==> src/rtl/core/overlay_fade_envelope_assert.svh <==
// assertion macros for the overlay fade envelope
`ifndef OVERLAY_FADE_ENVELOPE_ASSERT_SVH
`define OVERLAY_FADE_ENVELOPE_ASSERT_SVH

// same-cycle implication, disabled during reset
`define OFE_ASSERT_NOW(label, clk, rst, ante, cons, msg) \
   label: assert property (@(posedge clk) disable iff (rst) (ante) |-> (cons)) \
      else $error(msg);

// next-cycle implication, disabled during reset
`define OFE_ASSERT_NEXT(label, clk, rst, ante, cons, msg) \
   label: assert property (@(posedge clk) disable iff (rst) (ante) |=> (cons)) \
      else $error(msg);

`endif

==> src/rtl/core/ofe_pkg.sv <==
// shared types, register indexes and reset values for the overlay fade envelope
package ofe_pkg;

   localparam int unsigned LevelWidth = 16;
   localparam int unsigned DtWidth    = 10;
   localparam int unsigned CsrIdxWidth = 8;

   localparam logic [LevelWidth-1:0] LevelMax = 16'hFFFF;

   // configuration register indexes
   localparam logic [CsrIdxWidth-1:0] CSR_RISE_RATE   = 8'd0;
   localparam logic [CsrIdxWidth-1:0] CSR_FALL_RATE   = 8'd1;
   localparam logic [CsrIdxWidth-1:0] CSR_SETTLE_TIME = 8'd2;
   localparam logic [CsrIdxWidth-1:0] CSR_HOLD_LIMIT  = 8'd3;

   // configuration reset values
   localparam logic [15:0] RiseRateReset   = 16'd109;
   localparam logic [15:0] FallRateReset   = 16'd328;
   localparam logic [15:0] SettleTimeReset = 16'd400;
   localparam logic [15:0] HoldLimitReset  = 16'd5000;

   typedef enum logic [1:0] {
      OP_TICK  = 2'd0,
      OP_FORCE = 2'd1,
      OP_RESET = 2'd2
   } ofe_op_type;

   typedef struct packed {
      logic [15:0] rise_rate;
      logic [15:0] fall_rate;
      logic [15:0] settle_time;
      logic [15:0] hold_limit;
   } ofe_cfg_type;

   typedef struct packed {
      logic [1:0]            opcode;
      logic [DtWidth-1:0]    elapsed_ms;
      logic                  want_visible;
      logic                  loading_now;
      logic                  hud_now;
      logic                  screen_fading;
      logic [LevelWidth-1:0] force_level;
   } ofe_item_type;

   typedef struct packed {
      logic [LevelWidth-1:0] fade_level;
      logic [15:0]           hold_left;
      logic [15:0]           settle_left;
      logic                  was_loading;
      logic                  was_hud;
   } ofe_state_type;

endpackage

==> src/rtl/core/ofe_step.sv <==
// next-state logic of the fade envelope for one request
module ofe_step (
   input  ofe_pkg::ofe_cfg_type   cfg,
   input  ofe_pkg::ofe_item_type  item,
   input  ofe_pkg::ofe_state_type cur,
   output ofe_pkg::ofe_state_type nxt
);
   import ofe_pkg::*;

   logic        arm;
   logic [15:0] hold_arm;
   logic [15:0] settle_arm;
   logic [15:0] dt16;
   logic [15:0] hold_run;
   logic [15:0] settle_run;
   logic        rising;
   logic [15:0] rate;
   logic [25:0] step;
   logic [26:0] sum;
   logic [LevelWidth-1:0] tick_level;

   assign dt16 = {{(16-DtWidth){1'b0}}, item.elapsed_ms};

   // arming edges: loading closes or hud opens
   assign arm = (cur.was_loading & ~item.loading_now) | (~cur.was_hud & item.hud_now);
   assign hold_arm   = arm ? cfg.hold_limit  : cur.hold_left;
   assign settle_arm = arm ? cfg.settle_time : cur.settle_left;

   always_comb begin
      hold_run   = hold_arm;
      settle_run = settle_arm;
      if (hold_arm != 16'd0) begin
         hold_run = (dt16 >= hold_arm) ? 16'd0 : hold_arm - dt16;
         if (item.screen_fading) begin
            settle_run = cfg.settle_time;
         end else begin
            settle_run = (dt16 >= settle_arm) ? 16'd0 : settle_arm - dt16;
         end
         if (settle_run == 16'd0) begin
            hold_run = 16'd0;
         end
      end
   end

   // one shared multiplier for the ramp step
   assign rising = item.want_visible && (hold_run == 16'd0);
   assign rate   = rising ? cfg.rise_rate : cfg.fall_rate;
   assign step   = {16'd0, item.elapsed_ms} * {10'd0, rate};
   assign sum    = {1'b0, step} + {11'd0, cur.fade_level};

   always_comb begin
      if (rising) begin
         tick_level = (sum > {11'd0, LevelMax}) ? LevelMax : sum[LevelWidth-1:0];
      end else begin
         tick_level = (step >= {10'd0, cur.fade_level}) ? '0
                    : cur.fade_level - step[LevelWidth-1:0];
      end
   end

   always_comb begin
      nxt = cur;
      case (ofe_op_type'(item.opcode))
         OP_TICK: begin
            nxt.fade_level  = tick_level;
            nxt.hold_left   = hold_run;
            nxt.settle_left = settle_run;
            nxt.was_loading = item.loading_now;
            nxt.was_hud     = item.hud_now;
         end
         OP_FORCE: begin
            nxt.fade_level = item.force_level;
            nxt.hold_left  = 16'd0;
         end
         OP_RESET: begin
            nxt.fade_level  = '0;
            nxt.hold_left   = 16'd0;
            nxt.settle_left = 16'd0;
         end
         default: begin
            nxt = cur;
         end
      endcase
   end

endmodule

==> src/rtl/core/overlay_fade_envelope.sv <==
// top level of the overlay fade envelope: request register, step logic, response register
//
// usage
//   req_* carries one request per accepted valid/ready handshake: an opcode (tick,
//   force level, reset envelope), the elapsed milliseconds and the four screen flags
//   plus a force level. rsp_* returns exactly one response, the fade level after the
//   request, in request order.
//   csr_we/csr_index/csr_wdata write the four rate and timer registers with no wait
//   and no read-back; unknown indexes are dropped. write only while idle.
// flow and throughput
//   a request is held in the request register, the step logic then writes the response
//   register, and the response leaves from there once rsp_ready is high. one request
//   per cycle is sustained while rsp_ready stays high; the single 10x16 ramp
//   multiplier and its saturating add sit between the two registers.
// reset
//   synchronous, active high: both stages empty, envelope state zero, registers back
//   to their defaults.
// stall
//   while rsp_ready is low the response holds; one more request is taken into the
//   request register, then req_ready drops until the response leaves.
module overlay_fade_envelope (
   input  logic                             clock,
   input  logic                             reset,
   input  logic                             req_valid,
   output logic                             req_ready,
   input  logic [1:0]                       req_opcode,
   input  logic [ofe_pkg::DtWidth-1:0]      req_elapsed_ms,
   input  logic                             req_want_visible,
   input  logic                             req_loading_now,
   input  logic                             req_hud_now,
   input  logic                             req_screen_fading,
   input  logic [ofe_pkg::LevelWidth-1:0]   req_force_level,
   output logic                             rsp_valid,
   input  logic                             rsp_ready,
   output logic [ofe_pkg::LevelWidth-1:0]   rsp_level,
   input  logic                             csr_we,
   input  logic [ofe_pkg::CsrIdxWidth-1:0]  csr_index,
   input  logic [15:0]                      csr_wdata
);
   import ofe_pkg::*;

   // configuration registers
   ofe_cfg_type   cfg_ff, cfg_in;
   // request stage
   logic          req_valid_ff, req_valid_in;
   ofe_item_type  item_ff, item_in;
   // envelope state
   ofe_state_type state_ff, state_in;
   // response stage
   logic                  rsp_valid_ff, rsp_valid_in;
   logic [LevelWidth-1:0] level_ff, level_in;

   ofe_state_type state_next;
   logic          advance;
   logic          take;

   // request moves on when the response slot is free or being emptied
   assign advance   = req_valid_ff && (!rsp_valid_ff || rsp_ready);
   assign req_ready = !req_valid_ff || advance;
   assign take      = req_valid && req_ready;

   ofe_step u_step (
      .cfg (cfg_ff),
      .item(item_ff),
      .cur (state_ff),
      .nxt (state_next)
   );

   // csr write decode
   always_comb begin
      cfg_in = cfg_ff;
      if (csr_we) begin
         case (csr_index)
            CSR_RISE_RATE:   cfg_in.rise_rate   = csr_wdata;
            CSR_FALL_RATE:   cfg_in.fall_rate   = csr_wdata;
            CSR_SETTLE_TIME: cfg_in.settle_time = csr_wdata;
            CSR_HOLD_LIMIT:  cfg_in.hold_limit  = csr_wdata;
            default:         cfg_in = cfg_ff;
         endcase
      end
   end

   always_comb begin
      item_in = item_ff;
      if (take) begin
         item_in.opcode        = req_opcode;
         item_in.elapsed_ms    = req_elapsed_ms;
         item_in.want_visible  = req_want_visible;
         item_in.loading_now   = req_loading_now;
         item_in.hud_now       = req_hud_now;
         item_in.screen_fading = req_screen_fading;
         item_in.force_level   = req_force_level;
      end
   end

   assign req_valid_in = take || (req_valid_ff && !advance);
   assign state_in     = advance ? state_next : state_ff;
   assign level_in     = advance ? state_next.fade_level : level_ff;
   assign rsp_valid_in = advance || (rsp_valid_ff && !rsp_ready);

   always_ff @(posedge clock) begin
      if (reset) begin
         cfg_ff.rise_rate   <= RiseRateReset;
         cfg_ff.fall_rate   <= FallRateReset;
         cfg_ff.settle_time <= SettleTimeReset;
         cfg_ff.hold_limit  <= HoldLimitReset;
         req_valid_ff       <= 1'b0;
         rsp_valid_ff       <= 1'b0;
         state_ff           <= '0;
      end else begin
         cfg_ff       <= cfg_in;
         req_valid_ff <= req_valid_in;
         rsp_valid_ff <= rsp_valid_in;
         state_ff     <= state_in;
      end
   end

   // payload registers, no reset needed
   always_ff @(posedge clock) begin
      item_ff  <= item_in;
      level_ff <= level_in;
   end

   assign rsp_valid = rsp_valid_ff;
   assign rsp_level = level_ff;

   // checks on the envelope and the two-stage flow
   `include "overlay_fade_envelope_assert.svh"

   `OFE_ASSERT_NOW(a_hold_needs_settle, clock, reset, state_ff.hold_left != 16'd0, state_ff.settle_left != 16'd0, "hold active with settle timer at zero")
   `OFE_ASSERT_NOW(a_stall_only_when_full, clock, reset, !req_ready, req_valid_ff && rsp_valid_ff && !rsp_ready, "request refused with a free stage")
   `OFE_ASSERT_NEXT(a_reset_op_zero, clock, reset, advance && item_ff.opcode == OP_RESET, rsp_valid && rsp_level == '0, "reset request did not report level zero")
   `OFE_ASSERT_NEXT(a_force_op_level, clock, reset, advance && item_ff.opcode == OP_FORCE, rsp_valid && state_ff.hold_left == 16'd0, "force request left a hold running")

endmodule

==> config.mk <==
export PLATFORM = sky130hd
export DESIGN_NAME = overlay_fade_envelope
export DESIGN_NICKNAME = d
export VERILOG_FILES = /design/src/rtl/core/ofe_pkg.sv /design/src/rtl/core/ofe_step.sv /design/src/rtl/core/overlay_fade_envelope.sv
export VERILOG_INCLUDE_DIRS = /design/src /design/src/rtl/core
export SDC_FILE = /design/constraint.sdc
export NUM_CORES = 1
export LEC_CHECK = 0
export BUFFER_PORTS_ARGS = -buffer_cell sky130_fd_sc_hd__buf_4
export CELL_PAD_IN_SITES_DETAIL_PLACEMENT = 0
export CELL_PAD_IN_SITES_GLOBAL_PLACEMENT = 1
export CORE_ASPECT_RATIO = 1.1
export CORE_MARGIN = 2
export CORE_UTILIZATION = 30
export CTS_CLUSTER_DIAMETER = 100
export DETAILED_ROUTE_END_ITERATION = 8
export HOLD_SLACK_MARGIN = 0.02
export PLACE_DENSITY = 0.53
export RECOVER_POWER = 50
export SKIP_LAST_GASP = 1
export SLEW_MARGIN = 0
export SYNTH_ARGS = -nofsm -noshare
export SYNTH_HDL_FRONTEND = slang
export SYNTH_SLANG_ARGS = --single-unit
export TNS_END_PERCENT = 20
==> constraint.sdc <==
create_clock -name clock -period 14.81 [get_ports clock]
set_input_delay 0.7405 -clock clock [delete_from_list [all_inputs] [get_ports clock]]
set_output_delay 0.7405 -clock clock [all_outputs]
set_load 0.02 [all_outputs]
==> results.py, run 1 <==
metrics = {
    "synthesis": {
        "ys_types": 85,
        "synth_edf_count": 48,
        "yosysSeqAreaShare_pct": 23.1,
        "yosys_warnings": 0,
        "async_reset_ff_share_pct": 0,
        "syn_inst": 1964,
        "synth_seq_cells": 164,
        "yosys.area.top_type": "dfxtp_1",
        "syn_area_sq_um": 16300,
        "synth_top_area_share_pct": 14.2,
        "synth.avg_cell_area_sq_um": 8.30,
        "synthTopCellsByArea": "dfxtp_1 14%, fa_1 14%, ha_1 10%",
        "ys.flop_type": "dfxtp_1",
        "syn_nets": 2270,
    },
    "cts": {
        "ctsHoldBuffers": 0,
        "cts.reportedPaths.clkPinSlew_ns": 0.07,
        "cts_made_buffers": 17,
        "clk_latency_ns": 0.47,
        "h-tree-depth": 4,
        "cts_root_buffer": "clkbuf_16",
        "cts_resized": 0,
        "post_cts_buffers": 0,
        "cts_buffer_depth": 2,
        "clock-sinks": 164,
        "cts_tree": "yes",
    },
    "floorplan": {
        "io_pins": 79,
        "start_util_pct": 30.4,
        "rows": 89,
        "die_h_microns": 249,
        "dieArea_sq_um": 56200,
        "die_w_microns": 226,
        "core_area_sq_um": 53700,
    },
    "final_layout": {
        "area_growth_pct": 11.4,
        "fill_cells": 5750,
        "diodes": 0,
        "layout.nets": 2303,
        "drive_above_1_share_pct": 8.31,
    },
    "detailed_routing": {
        "route.detailed.drc": 0,
        "wl_mm": 54.7,
        "first_pass_iters": 9,
        "viasPerCell": 5.15,
        "wl_per_cell_microns": 20.0,
        "num_vias": 14100,
        "drt_iter0_markers": 841,
        "antenna_left": 0,
    },
    "global_routing": {
        "grtUsageMet1_pct": 26.7,
        "gr-usage-met3_pct": 1.84,
        "top_usage_layer": "met2",
        "overflow": 0,
        "grt.total_usage_pct": 19.8,
        "grt_max_degree": 61,
        "grt_pass1_vias": 14300,
        "grt_antenna_before_repair": 0,
        "grt_pass1_wl_mm": 85.8,
        "use_met2_pct": 33.3,
    },
    "critical_path": {
        "max_stage_delay_ns": 0.77,
        "crit_required_ns": 15.01,
        "crit_arrival_ns": 13.33,
        "cp_max_fo": 23,
        "slowest_stage": "a21oi_4",
        "r2r-start": "item_ff[17]",
        "startpoint_type": "flip-flop",
        "path_common_cell": "fa_1",
        "ff2ff_setup_slack_ns": 1.68,
        "crit_path_start": "item_ff[17]",
        "path_class": "flip-flop to flip-flop",
        "cp-end-kind": "flip-flop",
    },
    "pwr": {
        "p_int_mw": 1.26,
        "p_sw_share_pct": 49.0,
        "clkPwrFrac_pct": 18.8,
        "combPwrFrac_pct": 60.9,
        "p_leak_nw": 8.04,
        "power.density_nw_per_um2": 136,
        "power_switching_mw": 1.21,
        "p_seq_share_pct": 20.3,
        "vdd_ir_drop_max_mv": 0.114,
        "total_power_mw": 2.47,
    },
    "place": {
        "place_congestion": 0.867,
        "post-dp-hpwl_mm": 42.5,
        "port_buffers": 78,
    },
    "min_path": {
        "worstHoldPathType": "flip-flop to flip-flop",
        "worstHoldStart": "cfg_ff[32]",
    },
    "sta": {
        "period_share_pct": 88.6,
        "finalHoldViolations": 0,
        "finalCriticalPeriod_ns": 13.13,
        "fin_skew_ns": 0.00913,
        "setup_violations": 0,
        "tightest_slew_ns": 3.17,
        "rsz0062_at_grt": "false",
        "max_slew_margin_pct": -111,
        "setup_tns_ns": 0,
        "slew_violations": 198,
        "fmax_mhz": 76.2,
    },
    "job": {
        "cap_violations": 4,
    },
    "status": {
        "status": "complete, but fails checks",
        "violations": "max-capacitance violations, max-slew violations",
    },
}
==> metrics by stage <==
stage          instances  cell area (sq um)  util (%)  worst slack [ns]  hold slack (ns)
6_report            2738              18200      33.9              1.68            0.457
5_1_grt             2738              18200      33.9             0.505            0.445
4_1_cts             2738              18300      34.0              1.64            0.410
3_5_place_dp        2706              17700      32.9              1.68            0.450
3_3_place_gp        2706              17700      32.9              1.92            0.444
2_1_floorplan       1964              16300         -              2.95            0.433
==> power groups by stage <==
stage	sequential (mW)	combinational [mW]	clock [mW]
after global routing	0.504	1.67	0.490
final	0.501	1.50	0.463
after global placement	0.512	1.52	0
after detailed placement	0.512	1.51	0
after floorplan	0.504	1.08	0
after CTS	0.502	1.52	0.476
==> cells in the mapped netlist (6+ instances only) <==
library cell  count
a211o_1          17
a211oi_1         15
a21o_1           18
a21oi_1         119
a22oi_1          34
a311oi_1         11
a31oi_1          14
and2_1           45
and3_1           10
buf_1             7
buf_2             7
clkbuf_1         70
dfxtp_1         116
edfxtp_1         48
fa_1            114
ha_1            131
inv_1           181
mux2_2           27
mux2i_1          59
nand2_1         244
nand2b_1         27
nand3_1          23
nand3b_1          6
nand4_1          12
nor2_1          216
nor2b_1          27
nor3_1           39
nor4_1           21
o211ai_1         20
o21a_1           16
o21ai_0          59
o21ai_1          11
o22ai_1           9
o31a_1            7
o31ai_1          11
or2_2            10
or3_1            16
xnor2_1          32
xor2_1           20
==> final timing paths <==
| path | end | cells past startpoint |
|---|---|---|
| worst max-delay path | state_ff[47] | 40 |
| worst min-delay path | cfg_ff[32] | 2 |
| worst max register to register | state_ff[47] | 40 |
| worst min register to register | cfg_ff[32] | 2 |
==> final cells by class <==
type	count	area (sq um)	share of cell area (%)
clock buffers	18	439	2.42
inverters	183	687	3.78
clock inverters	14	161	0.888
multi-input cells	1531	11500	63.5
repair buffers	100	664	3.66
well taps	728	911	5.01
flip-flops and latches	164	3760	20.7
==> flip-flops by register name (all words and copies together), names as in the netlist <==
register      cells
state_ff         50
req_valid_ff      1
rsp_valid         1
cfg_ff           64
item_ff          32
rsp_level        16
==> layout by cell type (no fill, tap or decap), drive strengths merged, types with 32 or more instances in the layout <==
master	Yosys	routed
nand2	244	244
a22oi	34	34
a21oi	120	120
dfxtp	116	116
nor3	39	39
xnor2	32	32
clkbuf	71	72
mux2i	59	59
and2	45	45
ha	131	131
o21ai	70	70
edfxtp	48	48
fa	114	114
nor2	216	216
inv	181	190
buf	15	46
==> cells by family (layout without fill, tap and decap cells) <==
logic type | count (synthesis) | in the layout | synth area share [%]
fa+ha+maj | 245 | 245 | 24.0
simple gates | 723 | 723 | 20.7
xor+xnor | 52 | 52 | 2.79
mux | 86 | 86 | 5.49
buf+inv | 269 | 315 | 6.30
compound gates | 425 | 425 | 17.6
flops | 164 | 164 | 23.1
==> layer usage <==
| metal | vias up | routed length [microns] |
|---|---|---|
| met2 | 276 | 26100 |
| met4 | 0 | 1350 |
| met1 | 6911 | 25900 |
| met3 | 45 | 1340 |
| met5 | - | 0 |
| li1 | 6867 | - |
==> critical path: cells and delay by family, from the launching register on <==
kind	cells	cell delay [ns]
AO/OA/AOI/OAI	11	3.17
XOR/XNOR	1	0.27
adder cells (fa/ha/maj)	8	3.71
buffers and inverters	2	0.68
flip-flops	1	0.40
multiplexers	1	0.63
AND/OR/NAND/NOR	17	3.94
Power figures use the tool's default switching activity.
==> inputs of run 2 (changes only) <==
MAX_ROUTING_LAYER = met4   (was default)
==> run 2 against run 1 <==
Compared with the run above: the run still ends with max-capacitance violations, max-slew violations left; wire length down 0.63%; utilization about the same; combinational power hardly changed; final cell count about the same; clock skew grew 0.013 ns; clock power decreased by 1%; hold slack hardly changed; sequential power is essentially flat.
==> results.py, run 2 (synthesized netlist as in run 1, its figures left out) <==
metrics = {
    "detailed_routing": {
        "wl_per_cell_microns": 19.8,
        "num_vias": 14100,
        "drt_iter0_markers": 958,
        "viasPerCell": 5.16,
        "wl_mm": 54.4,
        "antenna_left": 0,
        "route.detailed.drc": 0,
        "first_pass_iters": 6,
    },
    "final_layout": {
        "diodes": 0,
        "final_cell_mix": "244 x nand2_1, 215 x nor2_1, 181 x inv_1",
        "design_area_sq_um": 18200,
        "layout_commonest_cell": "nand2_1",
        "largestRegisters": "cfg_ff: 64 flops, state_ff: 50 flops, item_ff: 32 flops",
        "area_growth_pct": 11.5,
        "largest_reg_flops": 64,
        "regMostFlops": "cfg_ff",
        "drive_above_1_share_pct": 8.55,
        "layout.nets": 2305,
    },
    "floorplan": {
        "dieArea_sq_um": 56200,
        "die_w_microns": 226,
        "die_h_microns": 249,
        "rows": 89,
        "io_pins": 79,
        "start_util_pct": 30.4,
        "core_area_sq_um": 53700,
    },
    "critical_path": {
        "crit_required_ns": 15.04,
        "crit_arrival_ns": 13.62,
        "slowest_stage": "a21oi_4",
        "reg2reg_to": "state_ff[47]",
        "cp_max_fo": 23,
        "path_class": "flip-flop to flip-flop",
        "crit_path_start": "item_ff[17]",
        "ff2ff_setup_slack_ns": 1.42,
        "startpoint_type": "flip-flop",
        "cp-end-kind": "flip-flop",
        "r2r-start": "item_ff[17]",
        "max_stage_delay_ns": 0.74,
        "rr_worst_depth": 40,
        "path_common_cell": "fa_1",
    },
    "status": {
        "status": "complete, but fails checks",
        "violations": "max-capacitance violations, max-slew violations",
    },
    "global_routing": {
        "grt_max_degree": 87,
        "grt_pass1_wl_mm": 84.7,
        "grt.total_usage_pct": 20.1,
        "overflow": 0,
        "grt_pass1_vias": 14300,
        "grt_antenna_before_repair": 0,
    },
    "pwr": {
        "p_leak_nw": 8.05,
        "total_power_mw": 2.46,
        "vdd_ir_drop_max_mv": 0.124,
        "power.density_nw_per_um2": 135,
    },
    "cts": {
        "clock-sinks": 164,
        "post_cts_buffers": 0,
        "ctsHoldBuffers": 0,
        "cts_made_buffers": 17,
        "clk_latency_ns": 0.47,
        "cts_resized": 0,
        "h-tree-depth": 4,
        "cts_tree": "yes",
        "cts.reportedPaths.clkPinSlew_ns": 0.07,
        "cts_buffer_depth": 2,
        "cts_root_buffer": "clkbuf_16",
    },
    "job": {
        "cap_violations": 3,
    },
    "sta": {
        "fmax_mhz": 74.7,
        "fin_skew_ns": 0.0224,
        "slew_violations": 101,
        "period_share_pct": 90.4,
        "setup_violations": 0,
        "max_slew_margin_pct": -74.2,
        "finalCriticalPeriod_ns": 13.39,
        "tightest_slew_ns": 2.61,
        "rsz0062_at_grt": "false",
        "finalHoldViolations": 0,
        "setup_tns_ns": 0,
    },
    "place": {
        "post-dp-hpwl_mm": 42.3,
        "place_congestion": 0.871,
        "placed_area_sq_um": 17700,
        "port_buffers": 78,
    },
    "min_path": {
        "worstHoldStart": "cfg_ff[45]",
        "hold_depth": 2,
        "min_to": "cfg_ff[45]",
        "worstHoldPathType": "flip-flop to flip-flop",
    },
}
-- run 2: worst max-delay path by stage --
stage	endpoint	slack [ns]	cells after the start
after floorplan	rsp_level[5]	2.95	47
after global placement	rsp_level[13]	1.79	39
after detailed placement	rsp_level[13]	1.42	40
after CTS	rsp_level[13]	1.41	40
after global routing	state_ff[47]	0.29	40
final	state_ff[47]	1.42	40
-- run 2: layout make-up --
class                   instances  area, sq um
multi-input cells            1531        11500
clock inverters                13          126
clock buffers                  19          464
flip-flops and latches        164         3760
inverters                     183          687
repair buffers                102          687
fillers                      5764        35500
well taps                     728          911
-- run 2: worst max-delay path: cells and delay by family, from the launching register on --
kind,cells,cell delay [ns]
xor+xnor,1,0.26
simple gates,15,3.88
fa+ha+maj,9,3.93
mux,2,0.86
buf+inv,2,0.39
flops,1,0.41
compound gates,11,3.38
-- run 2: power breakdown --
| group | internal (mW) | total (mW) | switching [mW] |
|---|---|---|---|
| Sequential | 0.481 | 0.501 | 0.0200 |
| Combinational | 0.532 | 1.50 | 0.965 |
| Clock | 0.238 | 0.457 | 0.219 |
-- run 2: routing by layer --
metal,up-vias,global-route usage [%],share of wire (%)
met4,0,6.88,3.2
li1,6860,-,-
met2,268,32.2,47
met3,65,2.45,2.7
met1,6941,26.2,47
met5,-,-,0
-- run 2: per-stage QoR --
stage                     cells  hold WS (ns)  worst slack (ns)  utilization (%)
final                      2740         0.457              1.42             33.9
after detailed placement   2708         0.445              1.42             32.9
after CTS                  2740         0.412              1.41             34.0
after global placement     2708         0.445              1.79             32.9
after global routing       2740         0.444             0.294             33.9
after floorplan            1964         0.433              2.95                -
==> inputs of run 3 (changes only) <==
CORE_UTILIZATION = 49   (was 30)
PLACE_DENSITY = 0.81   (was 0.53)
==> run 3 against run 2 <==
Compared with the run above: final cell count is 11% lower; global-route usage is 9.0 points higher; critical endpoint unchanged; the flow still finishes with violations (max-capacitance violations, max-slew violations); critical path type unchanged; clock skew is 0.0069 ns lower.
==> results.py, run 3 (synthesized netlist as in run 1, its figures left out) <==
metrics = {
    "status": {
        "status": "complete, but fails checks",
        "violations": "max-capacitance violations, max-slew violations",
    },
    "cts": {
        "clk_latency_ns": 0.45,
        "post_cts_buffers": 0,
        "cts_root_buffer": "clkbuf_16",
        "cts_buffer_depth": 2,
        "cts.reportedPaths.clkPinSlew_ns": 0.07,
        "ctsHoldBuffers": 0,
        "cts_made_buffers": 17,
        "h-tree-depth": 4,
        "cts_tree": "yes",
        "clock-sinks": 164,
        "cts_resized": 0,
    },
    "critical_path": {
        "crit_path_start": "item_ff[18]",
        "cp_max_fo": 23,
        "startpoint_type": "flip-flop",
        "cp_top_family": "adder cells",
        "cp-end-kind": "flip-flop",
        "max_stage_delay_ns": 0.71,
        "rr_worst_depth": 42,
        "crit_arrival_ns": 13.63,
        "ff2ff_setup_slack_ns": 1.40,
        "slowest_stage": "mux2i_1",
        "path_class": "flip-flop to flip-flop",
        "path_common_cell": "fa_1",
        "path_buf_inv": 4,
        "crit_required_ns": 15.03,
        "reg2reg_to": "state_ff[47]",
        "r2r-start": "item_ff[18]",
    },
    "pwr": {
        "power.density_nw_per_um2": 138,
        "combPwrFrac_pct": 61.1,
        "clkPwrFrac_pct": 18.5,
        "p_sw_share_pct": 49.4,
        "p_leak_nw": 8.01,
        "vdd_ir_drop_max_mv": 0.108,
        "p_int_mw": 1.24,
        "power_switching_mw": 1.21,
        "p_seq_share_pct": 20.4,
    },
    "sta": {
        "holdWs_ns": 0.458,
        "setup_violations": 0,
        "rsz0062_at_grt": "false",
        "fin_skew_ns": 0.0154,
        "slew_violations": 78,
        "finalCriticalPeriod_ns": 13.41,
        "tightest_slew_ns": 2.60,
        "fmax_mhz": 74.6,
        "finalHoldViolations": 0,
        "max_slew_margin_pct": -73.3,
        "period_share_pct": 90.5,
        "setup_tns_ns": 0,
    },
    "global_routing": {
        "overflow": 0,
        "grt_pass1_wl_mm": 77.1,
        "grt_max_degree": 82,
        "grt_antenna_before_repair": 0,
        "grt_pass1_vias": 14300,
        "grt.total_usage_pct": 29.1,
    },
    "detailed_routing": {
        "num_vias": 14300,
        "wl_mm": 48.0,
        "drt_iter0_markers": 1377,
        "route.detailed.drc": 0,
        "wl_per_cell_microns": 19.7,
        "antenna_left": 0,
        "viasPerCell": 5.88,
        "first_pass_iters": 6,
    },
    "floorplan": {
        "die_h_microns": 195,
        "core_area_sq_um": 33000,
        "io_pins": 79,
        "die_w_microns": 178,
        "start_util_pct": 49.4,
        "rows": 70,
        "dieArea_sq_um": 34800,
    },
    "final_layout": {
        "layout.nets": 2297,
        "layout_commonest_cell": "nand2_1",
        "largestRegisters": "cfg_ff: 64 flops, state_ff: 50 flops, item_ff: 32 flops",
        "drive_above_1_share_pct": 8.08,
        "diodes": 0,
        "area_growth_pct": 8.83,
        "regMostFlops": "cfg_ff",
        "final_util_pct": 53.7,
        "final_cell_mix": "244 x nand2_1, 215 x nor2_1, 181 x inv_1",
        "largest_reg_flops": 64,
    },
    "job": {
        "cap_violations": 2,
    },
    "place": {
        "post-dp-hpwl_mm": 37.0,
        "place_congestion": 0.973,
        "port_buffers": 78,
    },
    "min_path": {
        "hold_depth": 2,
        "worstHoldPathType": "flip-flop to flip-flop",
        "worstHoldStart": "cfg_ff[46]",
        "min_to": "cfg_ff[46]",
    },
}
run 3: changes by cell type in the layout (fill, tap and decap cells not counted), moves of 2 or more:
cell / before / now
inv_6: 6 / 2
buf_4: 47 / 39
clkinv_8: 1 / 3
inv_8: 4 / 8
clkinv_4: 0 / 2
run 3: how the worst max path moves through the flow:
stage	to	cells after the start
floorplan	rsp_level[5]	47
global placement	rsp_level[14]	42
detailed placement	rsp_level[14]	42
CTS	rsp_level[13]	42
global route	state_ff[47]	42
finish	state_ff[47]	42
run 3: per-stage QoR:
| stage | worst slack, ns | instances | total power [mW] | area [sq um] |
|---|---|---|---|---|
| after global routing | 0.286 | 2436 | 2.62 | 17700 |
| after floorplan | 2.95 | 1964 | 1.58 | 16300 |
| after global placement | 2.01 | 2404 | 1.98 | 17200 |
| after CTS | 1.47 | 2436 | 2.44 | 17800 |
| final | 1.40 | 2436 | 2.45 | 17700 |
| after detailed placement | 1.56 | 2404 | 1.98 | 17200 |
run 3: area by class of cell:
class	instances	area, sq um
Clock buffer	17	425
Clock inverter	15	174
Fill cell	3114	15300
Inverter	183	687
Multi-Input combinational cell	1531	11500
Sequential cell	164	3760
Tap cell	432	541
Timing Repair Buffer	94	623
run 3: power groups by stage:
stage	Clock, mW	Sequential [mW]	Combinational [mW]
6_report	0.453	0.499	1.49
5_1_grt	0.478	0.501	1.64
4_1_cts	0.458	0.499	1.49
3_5_place_dp	0	0.509	1.47
3_3_place_gp	0	0.509	1.47
2_1_floorplan	0	0.504	1.08
run 3: tightest hold or removal path, stage by stage (launching register included):
cell and delay, ns:
dfxtp_1 0.31, nand2_1 0.05, a21oi_1 0.05
run 3: layer usage:
layer / vias up / share of wire (%) / track usage (%)
met4: 0 / 3.5 / 9.59
li1: 6853 / - / -
met5: - / 0 / -
met2: 436 / 47 / 46.8
met1: 6958 / 44 / 37.8
met3: 80 / 4.9 / 4.11
